**src/hw/rtl/dvlc_pkg.sv**
```systemverilog
// Package for the delta VLC byte decoder: phase type, constants, shifter control.
package dvlc_pkg;

    // Decoder phase
    typedef enum logic [2:0] {
        PH_HEADER,
        PH_FIRST,
        PH_SIGN,
        PH_RUN,
        PH_MAG,
        PH_DONE
    } phase_t;

    localparam int BYTE_BITS     = 8;
    localparam int COUNT_BITS    = 32;
    localparam int HDR_IDX_BITS  = 2;
    localparam int BIT_CNT_BITS  = 4;
    localparam int ACC_POS_BITS  = 3;
    localparam int MAG_EXTRA     = 3;

    localparam logic [HDR_IDX_BITS-1:0] HDR_LAST_IDX = 2'd3;

    // Control from the decoder to the byte shifter
    typedef struct packed {
        logic step;   // consume the current bit
        logic flush;  // drop the rest of the byte
    } shift_ctrl_t;

endpackage

```
**src/hw/rtl/dvlc_bit_shifter.sv**
```systemverilog
// Byte holding register that presents code bits MSB first, one per step.
module dvlc_bit_shifter (
    input  logic                       clk,
    input  logic                       rst_n,
    input  logic                       load,
    input  logic [7:0]                 load_byte,
    input  dvlc_pkg::shift_ctrl_t      ctrl,
    output logic                       cur_bit,
    output logic [7:0]                 cur_byte,
    output logic                       empty
);
    import dvlc_pkg::*;

    logic [BYTE_BITS-1:0]    byte_reg;
    logic [BYTE_BITS-1:0]    byte_next;
    logic [BIT_CNT_BITS-1:0] left_reg;
    logic [BIT_CNT_BITS-1:0] left_next;

    // Load, shift or flush the held byte
    always_comb
    begin
        byte_next = byte_reg;
        left_next = left_reg;
        if (load)
        begin
            byte_next = load_byte;
            left_next = BIT_CNT_BITS'(BYTE_BITS);
        end
        else if (ctrl.flush)
        begin
            left_next = '0;
        end
        else if (ctrl.step)
        begin
            byte_next = {byte_reg[BYTE_BITS-2:0], 1'b0};
            left_next = left_reg - 1'b1;
        end
    end

    // Hold bit count under reset
    always_ff @(posedge clk or negedge rst_n)
    begin
        if (!rst_n)
        begin
            left_reg <= '0;
        end
        else
        begin
            left_reg <= left_next;
        end
    end

    // Hold payload
    always_ff @(posedge clk)
    begin
        byte_reg <= byte_next;
    end

    assign cur_bit  = byte_reg[BYTE_BITS-1];
    assign cur_byte = byte_reg;
    assign empty    = (left_reg == '0);

endmodule

```
**src/hw/rtl/delta_vlc_byte_decoder.sv**
```systemverilog
// Top level of the delta VLC byte decoder: bit-serial code parser and output register.
//
// The decoder takes one byte per transfer. The four header bytes (big-endian
// sample count) and the first raw sample are each loaded and then flushed whole.
// Every later byte is loaded and then walked one code bit per cycle; the bit
// walk is the limit, since each bit's meaning depends on the one before it.
// A byte can yield up to two samples; a sample waits in the output register,
// and the bit walk pauses only when a new sample is ready while the previous
// one is still stalled. After the last sample of the count (flagged by last),
// or after a zero count, the rest of the stream is dropped until reset.
module delta_vlc_byte_decoder #(
    parameter int RUN_COUNT_BITS = 6
) (
    input  logic       clk,
    input  logic       rst_n,
    input  logic       in_valid,
    output logic       in_stall,
    input  logic [7:0] in_byte,
    output logic       out_valid,
    input  logic       out_stall,
    output logic [7:0] sample,
    output logic       last
);
    import dvlc_pkg::*;

    localparam int IDX_BITS = RUN_COUNT_BITS + 1;
    localparam logic [RUN_COUNT_BITS-1:0] RUN_MAX = '1;

    phase_t                    phase_reg, phase_next;
    logic [HDR_IDX_BITS-1:0]   hdr_idx_reg, hdr_idx_next;
    logic [COUNT_BITS-1:0]     cnt_reg, cnt_next;
    logic                      sign_reg, sign_next;
    logic [RUN_COUNT_BITS-1:0] run_reg, run_next;
    logic [IDX_BITS-1:0]       mag_idx_reg, mag_idx_next;
    logic [BYTE_BITS-1:0]      acc_reg, acc_next;
    logic [BYTE_BITS-1:0]      cur_reg, cur_next;
    logic                      out_valid_reg, out_valid_next;
    logic [BYTE_BITS-1:0]      sample_reg, sample_next;
    logic                      last_reg, last_next;

    shift_ctrl_t               ctrl;
    logic                      cur_bit;
    logic [BYTE_BITS-1:0]      cur_byte;
    logic                      empty;
    logic                      load;
    logic                      out_free;
    logic                      emit;
    logic [BYTE_BITS-1:0]      emit_sample;
    logic [COUNT_BITS-1:0]     cnt_dec;
    logic [IDX_BITS-1:0]       idx_inc;
    logic [IDX_BITS-1:0]       mag_limit;
    logic                      mag_done;
    logic [BYTE_BITS-1:0]      acc_upd;
    logic [COUNT_BITS-1:0]     hdr_cnt;

    // Take a new byte only once the previous one is used up
    assign in_stall = !empty;
    assign load     = in_valid && empty;
    assign out_free = !out_valid_reg || !out_stall;

    dvlc_bit_shifter u_shift (
        .clk       (clk),
        .rst_n     (rst_n),
        .load      (load),
        .load_byte (in_byte),
        .ctrl      (ctrl),
        .cur_bit   (cur_bit),
        .cur_byte  (cur_byte),
        .empty     (empty)
    );

    // Magnitude datapath
    assign idx_inc   = mag_idx_reg + 1'b1;
    assign mag_limit = {1'b0, run_reg} + IDX_BITS'(MAG_EXTRA);
    assign mag_done  = (idx_inc >= mag_limit);
    assign cnt_dec   = cnt_reg - 1'b1;
    assign hdr_cnt   = {cnt_reg[COUNT_BITS-BYTE_BITS-1:0], cur_byte};

    always_comb
    begin
        acc_upd = acc_reg;
        if (mag_idx_reg < IDX_BITS'(BYTE_BITS))
        begin
            acc_upd[mag_idx_reg[ACC_POS_BITS-1:0]] = cur_bit;
        end
    end

    // Outputs of the phase machine: shifter control and sample emission
    always_comb
    begin
        ctrl        = '0;
        emit        = 1'b0;
        emit_sample = cur_reg;
        if (!empty)
        begin
            case (phase_reg)
                PH_HEADER:
                begin
                    ctrl.flush = 1'b1;
                end
                PH_FIRST:
                begin
                    if (out_free)
                    begin
                        emit        = 1'b1;
                        emit_sample = cur_byte;
                        ctrl.flush  = 1'b1;
                    end
                end
                PH_SIGN, PH_RUN:
                begin
                    ctrl.step = 1'b1;
                end
                PH_MAG:
                begin
                    emit_sample = sign_reg ? (cur_reg + acc_upd) : (cur_reg - acc_upd);
                    if (!mag_done)
                    begin
                        ctrl.step = 1'b1;
                    end
                    else if (out_free)
                    begin
                        ctrl.step = 1'b1;
                        emit      = 1'b1;
                    end
                end
                default:
                begin
                    ctrl.flush = 1'b1;
                end
            endcase
        end
    end

    // Next state of the phase machine and its datapath
    always_comb
    begin
        phase_next   = phase_reg;
        hdr_idx_next = hdr_idx_reg;
        cnt_next     = cnt_reg;
        sign_next    = sign_reg;
        run_next     = run_reg;
        mag_idx_next = mag_idx_reg;
        acc_next     = acc_reg;
        cur_next     = cur_reg;
        if (!empty)
        begin
            case (phase_reg)
                PH_HEADER:
                begin
                    cnt_next     = hdr_cnt;
                    hdr_idx_next = hdr_idx_reg + 1'b1;
                    if (hdr_idx_reg == HDR_LAST_IDX)
                    begin
                        phase_next = (hdr_cnt == '0) ? PH_DONE : PH_FIRST;
                    end
                end
                PH_SIGN:
                begin
                    sign_next  = cur_bit;
                    run_next   = '0;
                    phase_next = PH_RUN;
                end
                PH_RUN:
                begin
                    if (cur_bit == sign_reg)
                    begin
                        if (run_reg != RUN_MAX)
                        begin
                            run_next = run_reg + 1'b1;
                        end
                    end
                    else
                    begin
                        mag_idx_next = '0;
                        acc_next     = '0;
                        phase_next   = PH_MAG;
                    end
                end
                PH_MAG:
                begin
                    if (ctrl.step)
                    begin
                        mag_idx_next = idx_inc;
                        acc_next     = acc_upd;
                    end
                end
                default:
                begin
                    phase_next = phase_reg;
                end
            endcase
        end
        // Count down and advance on each emitted sample
        if (emit)
        begin
            cnt_next   = cnt_dec;
            cur_next   = emit_sample;
            phase_next = (cnt_dec == '0) ? PH_DONE : PH_SIGN;
        end
    end

    // Output register: load on emit, drop after transfer
    always_comb
    begin
        out_valid_next = out_valid_reg && out_stall;
        sample_next    = sample_reg;
        last_next      = last_reg;
        if (emit)
        begin
            out_valid_next = 1'b1;
            sample_next    = emit_sample;
            last_next      = (cnt_dec == '0);
        end
    end

    always_ff @(posedge clk or negedge rst_n)
    begin
        if (!rst_n)
        begin
            phase_reg     <= PH_HEADER;
            hdr_idx_reg   <= '0;
            cnt_reg       <= '0;
            sign_reg      <= 1'b0;
            run_reg       <= '0;
            mag_idx_reg   <= '0;
            acc_reg       <= '0;
            cur_reg       <= '0;
            out_valid_reg <= 1'b0;
        end
        else
        begin
            phase_reg     <= phase_next;
            hdr_idx_reg   <= hdr_idx_next;
            cnt_reg       <= cnt_next;
            sign_reg      <= sign_next;
            run_reg       <= run_next;
            mag_idx_reg   <= mag_idx_next;
            acc_reg       <= acc_next;
            cur_reg       <= cur_next;
            out_valid_reg <= out_valid_next;
        end
    end

    // Hold output payload
    always_ff @(posedge clk)
    begin
        sample_reg <= sample_next;
        last_reg   <= last_next;
    end

    assign out_valid = out_valid_reg;
    assign sample    = sample_reg;
    assign last      = last_reg;

    // Never overwrite a sample that is still stalled
    a_no_overwrite: assert property (@(posedge clk) disable iff (!rst_n)
        emit |-> out_free)
        else $error("sample emitted over a stalled output");

    // Done is final until reset
    a_done_sticky: assert property (@(posedge clk) disable iff (!rst_n)
        phase_reg == PH_DONE |=> phase_reg == PH_DONE)
        else $error("left done phase");

    // Samples remain to be emitted while decoding
    a_count_live: assert property (@(posedge clk) disable iff (!rst_n)
        (phase_reg == PH_FIRST || phase_reg == PH_SIGN || phase_reg == PH_RUN
         || phase_reg == PH_MAG) |-> cnt_reg != '0)
        else $error("decoding with zero count");

    // Magnitude index stays below its limit
    a_mag_bound: assert property (@(posedge clk) disable iff (!rst_n)
        phase_reg == PH_MAG |-> mag_idx_reg < mag_limit)
        else $error("magnitude index overran");

    // A final sample always ends decoding
    a_last_done: assert property (@(posedge clk) disable iff (!rst_n)
        emit && (cnt_dec == '0) |=> phase_reg == PH_DONE)
        else $error("final sample did not end decoding");

endmodule

```
**config.mk**
```make
export PLATFORM = sky130hd
export DESIGN_NAME = delta_vlc_byte_decoder
export DESIGN_NICKNAME = d
export VERILOG_FILES = /design/src/hw/rtl/dvlc_pkg.sv /design/src/hw/rtl/dvlc_bit_shifter.sv /design/src/hw/rtl/delta_vlc_byte_decoder.sv
export SDC_FILE = /design/constraint.sdc
export NUM_CORES = 1
export LEC_CHECK = 0
export BUFFER_PORTS_ARGS = -buffer_cell sky130_fd_sc_hd__buf_2
export CORE_UTILIZATION = 55
export DETAILED_ROUTE_END_ITERATION = 8
export GPL_TIMING_DRIVEN = 0
export PLACE_DENSITY = 0.83
export SLEW_MARGIN = 10
export SYNTH_ARGS = -nofsm -noshare
export SYNTH_HDL_FRONTEND = slang
export SYNTH_SLANG_ARGS = --single-unit
```
**constraint.sdc**
```tcl
create_clock -name clk -period 4.9 [get_ports clk]
set_input_delay 0 -clock clk [delete_from_list [all_inputs] [get_ports clk]]
set_output_delay 0 -clock clk [all_outputs]
set_load 0.05 [all_outputs]
```
==> results.cfg <==
[status]
run_status = finished, final reports clean

[clocking]
ctsLongestPathBuffers = 2
h-tree-depth = 3
cts_tree = yes
cts_buffers = 9
clk_pin_slew_ns = 0.09
root_buffer = clkbuf_8
clkSinkCount = 89
worstSkewPairLatency_ns = 0.38

[synthesis]
yosysSeqAreaShare_pct = 39.9
async_reset_ff_share_pct = 80.9
synth_top_area_share_pct = 31.1
synth-edff-count = 17
yosys_warnings = 0
postSynthAreaPerCell_um2 = 8.91
ys.flop_type = dfrtp_1
ys_ff_latch = 89
synthTopCellsByCount = nand2_1 (84), dfrtp_1 (72), nor2_1 (63)
synth.most_common_cell = nand2_1
synthTopCellsByArea = dfrtp_1 (31%), edfxtp_1 (8.8%), nand2_1 (5.4%), ha_1 (5.2%), nor2_1 (4.1%)
synth_nets = 688
synthCells = 651
synth_cell_type_count = 67
synth_top_area_cell = dfrtp_1
synth_area_um2 = 5800

[critical_path]
end_kind = flop
rr_worst_depth = 16
path_class = flop to flop
start_kind = flop
regToRegSetupSlack_ns = 0.74
rr_startpoint = mag_idx_reg[3]
r2r-end = sample[7]
crit_arrival_ns = 4.30
startpoint = mag_idx_reg[3]
crit_fanout = 7
critPathRequiredTime_ns = 5.04

[power]
p_per_area_nw_per_um2 = 214
ir_drop_v = 0.000199
power_leakage_uw = 0.00263

[global_route]
antenna_found_initial = 0
track_usage_pct = 29.8
grt_pass1_wl_um = 25900
grt_overflow = 0
grt_pass1_vias = 5224
grt_max_degree = 57

[cells_and_area]
fin_nets = 734
diodes = 0
fillCellCount = 858
instances_no_fill = 838
drive_gt1_share_pct = 9.97
area_growth_pct = 10.8
largest_reg_flops = 32

[route]
wl_um = 15800
detail-route-antenna-nets = 0
first_pass_iters = 5
routed-via-count = 5479
routedWlPerCell_um = 18.8
drc = 0
drtIter0Drc = 632
via_per_inst = 6.54

[timing]
slew_viol_final = 0
tns_ns = 0
max_slew_margin_pct = 24.9
skew_ns = 0.00783
fin_hold_ws_ns = 0.0336
rsz0062_at_grt = false
setup_violations = 0
min_period_ns = 4.16
worstMarginPinSlew_ns = 1.12
hold_viol = 0
fin_crit_sh_pct = 84.9
clock.fmax_ghz = 0.241

[floorplanning]
ios = 23
num_rows = 37
dieArea_um2 = 11000
start_util_pct = 56.4
core_um2 = 10300
chipHeight_um = 105
dieWidth_um = 105

[place]
dp_cells = 810
hpwlAfterDp_um = 11100
portBuffers = 22
gp_congestion = 0.964

[job]
cap_violations = 0

[hold_path]
hold_path.class = input port to async pin
-- cell type report --
cell class	count	area [µm²]	share of cell area, %
clock inverters	7	70.1	1.09
flip-flops and latches	89	2310	36.0
clock buffers	9	124	1.93
plain buffers	35	156	2.43
inverters	24	90.1	1.40
repair buffers	35	260	4.05
multi-input cells	503	3240	50.4
well taps	136	170	2.65
-- critical path, stage by stage, from the launching register on --
cell,delay [ns]
dfrtp_1,0.47
or4_1,0.53
clkbuf_1,0.19
o41ai_1,0.37
o2111ai_1,0.22
nor2_1,0.20
nor2_1,0.08
xnor2_1,0.26
ha_1,0.34
nand3_1,0.11
o211ai_1,0.12
o21ai_0,0.23
nand2b_1,0.08
a21oi_1,0.18
xnor2_1,0.13
o32ai_1,0.11
mux2_2,0.28
-- through the flow --
| step | instance area (µm²) | setup WS [ns] | power [µW] | util (%) |
|---|---|---|---|---|
| 3_5_place_dp | 6110 | 0.781 | 859 | 59.4 |
| 5_1_grt | 6420 | 0.456 | 1410 | 62.5 |
| 4_1_cts | 6420 | 0.758 | 1370 | 62.5 |
| 2_1_floorplan | 5800 | 1.37 | 822 | - |
| 3_3_place_gp | 6080 | 0.940 | 853 | 59.2 |
| 6_report | 6420 | 0.742 | 1380 | 62.5 |
-- cell families (layout without fill, tap and decap cells) --
logic type | count (synthesis) | after routing | share of synthesized area (%)
mux | 15 | 15 | 2.83
compound gates | 171 | 171 | 20.1
simple gates | 259 | 259 | 22.5
fa+ha+maj | 25 | 25 | 5.52
buf+inv | 59 | 110 | 4.25
flops | 89 | 89 | 39.9
xor+xnor | 33 | 33 | 4.98
-- cells in the final DEF (no fill, tap or decap), drive strengths merged, types with 7 or more instances in the layout --
cell type,count
dfrtp,72
nor4,9
nand2b,8
a21oi,33
mux2,11
nand3,19
a221o,10
edfxtp,17
ha,24
nor2,63
inv,23
xor2,15
buf,29
clkbuf,38
nand2,84
or4,8
nor2b,7
o21ai,46
a22oi,11
dlygate4sd3,12
nand4,7
xnor2,18
nor3,21
-- worst max path at each step --
stage | slack (ns) | cells after the start | endpoint
global placement | 0.94 | 16 | sample[7]
global route | 0.46 | 16 | sample[7]
detailed placement | 0.78 | 16 | sample[7]
CTS | 0.76 | 16 | sample[7]
floorplan | 1.37 | 16 | sample[7]
finish | 0.74 | 16 | sample[7]
-- routing by layer --
layer / part of all wire, % / vias to the layer above / global-route usage (%)
li1: - / 2472 / -
met1: 43 / 2677 / 41.3
met2: 46 / 295 / 46.1
met3: 8.0 / 35 / 4.24
met4: 2.3 / 0 / 14.3
met5: 0 / - / 0
-- report_power, final --
part | internal (µW) | switching (µW) | leakage (µW) | total (µW)
Combinational | 27.6 | 45.1 | 0.00148 | 72.7
Sequential | 767 | 14.2 | 0.00106 | 781
Clock | 236 | 286 | 0.0000994 | 522
Total | 1030 | 345 | 0.00263 | 1380
-- timing repair --
item                      4_1_cts  5_1_grt
buffers inserted                0        0
gates resized for setup         0        0
hold endpoints to repair       82        0
hold buffers                   12        0
Note: power is estimated with default switching activity, not from simulation.
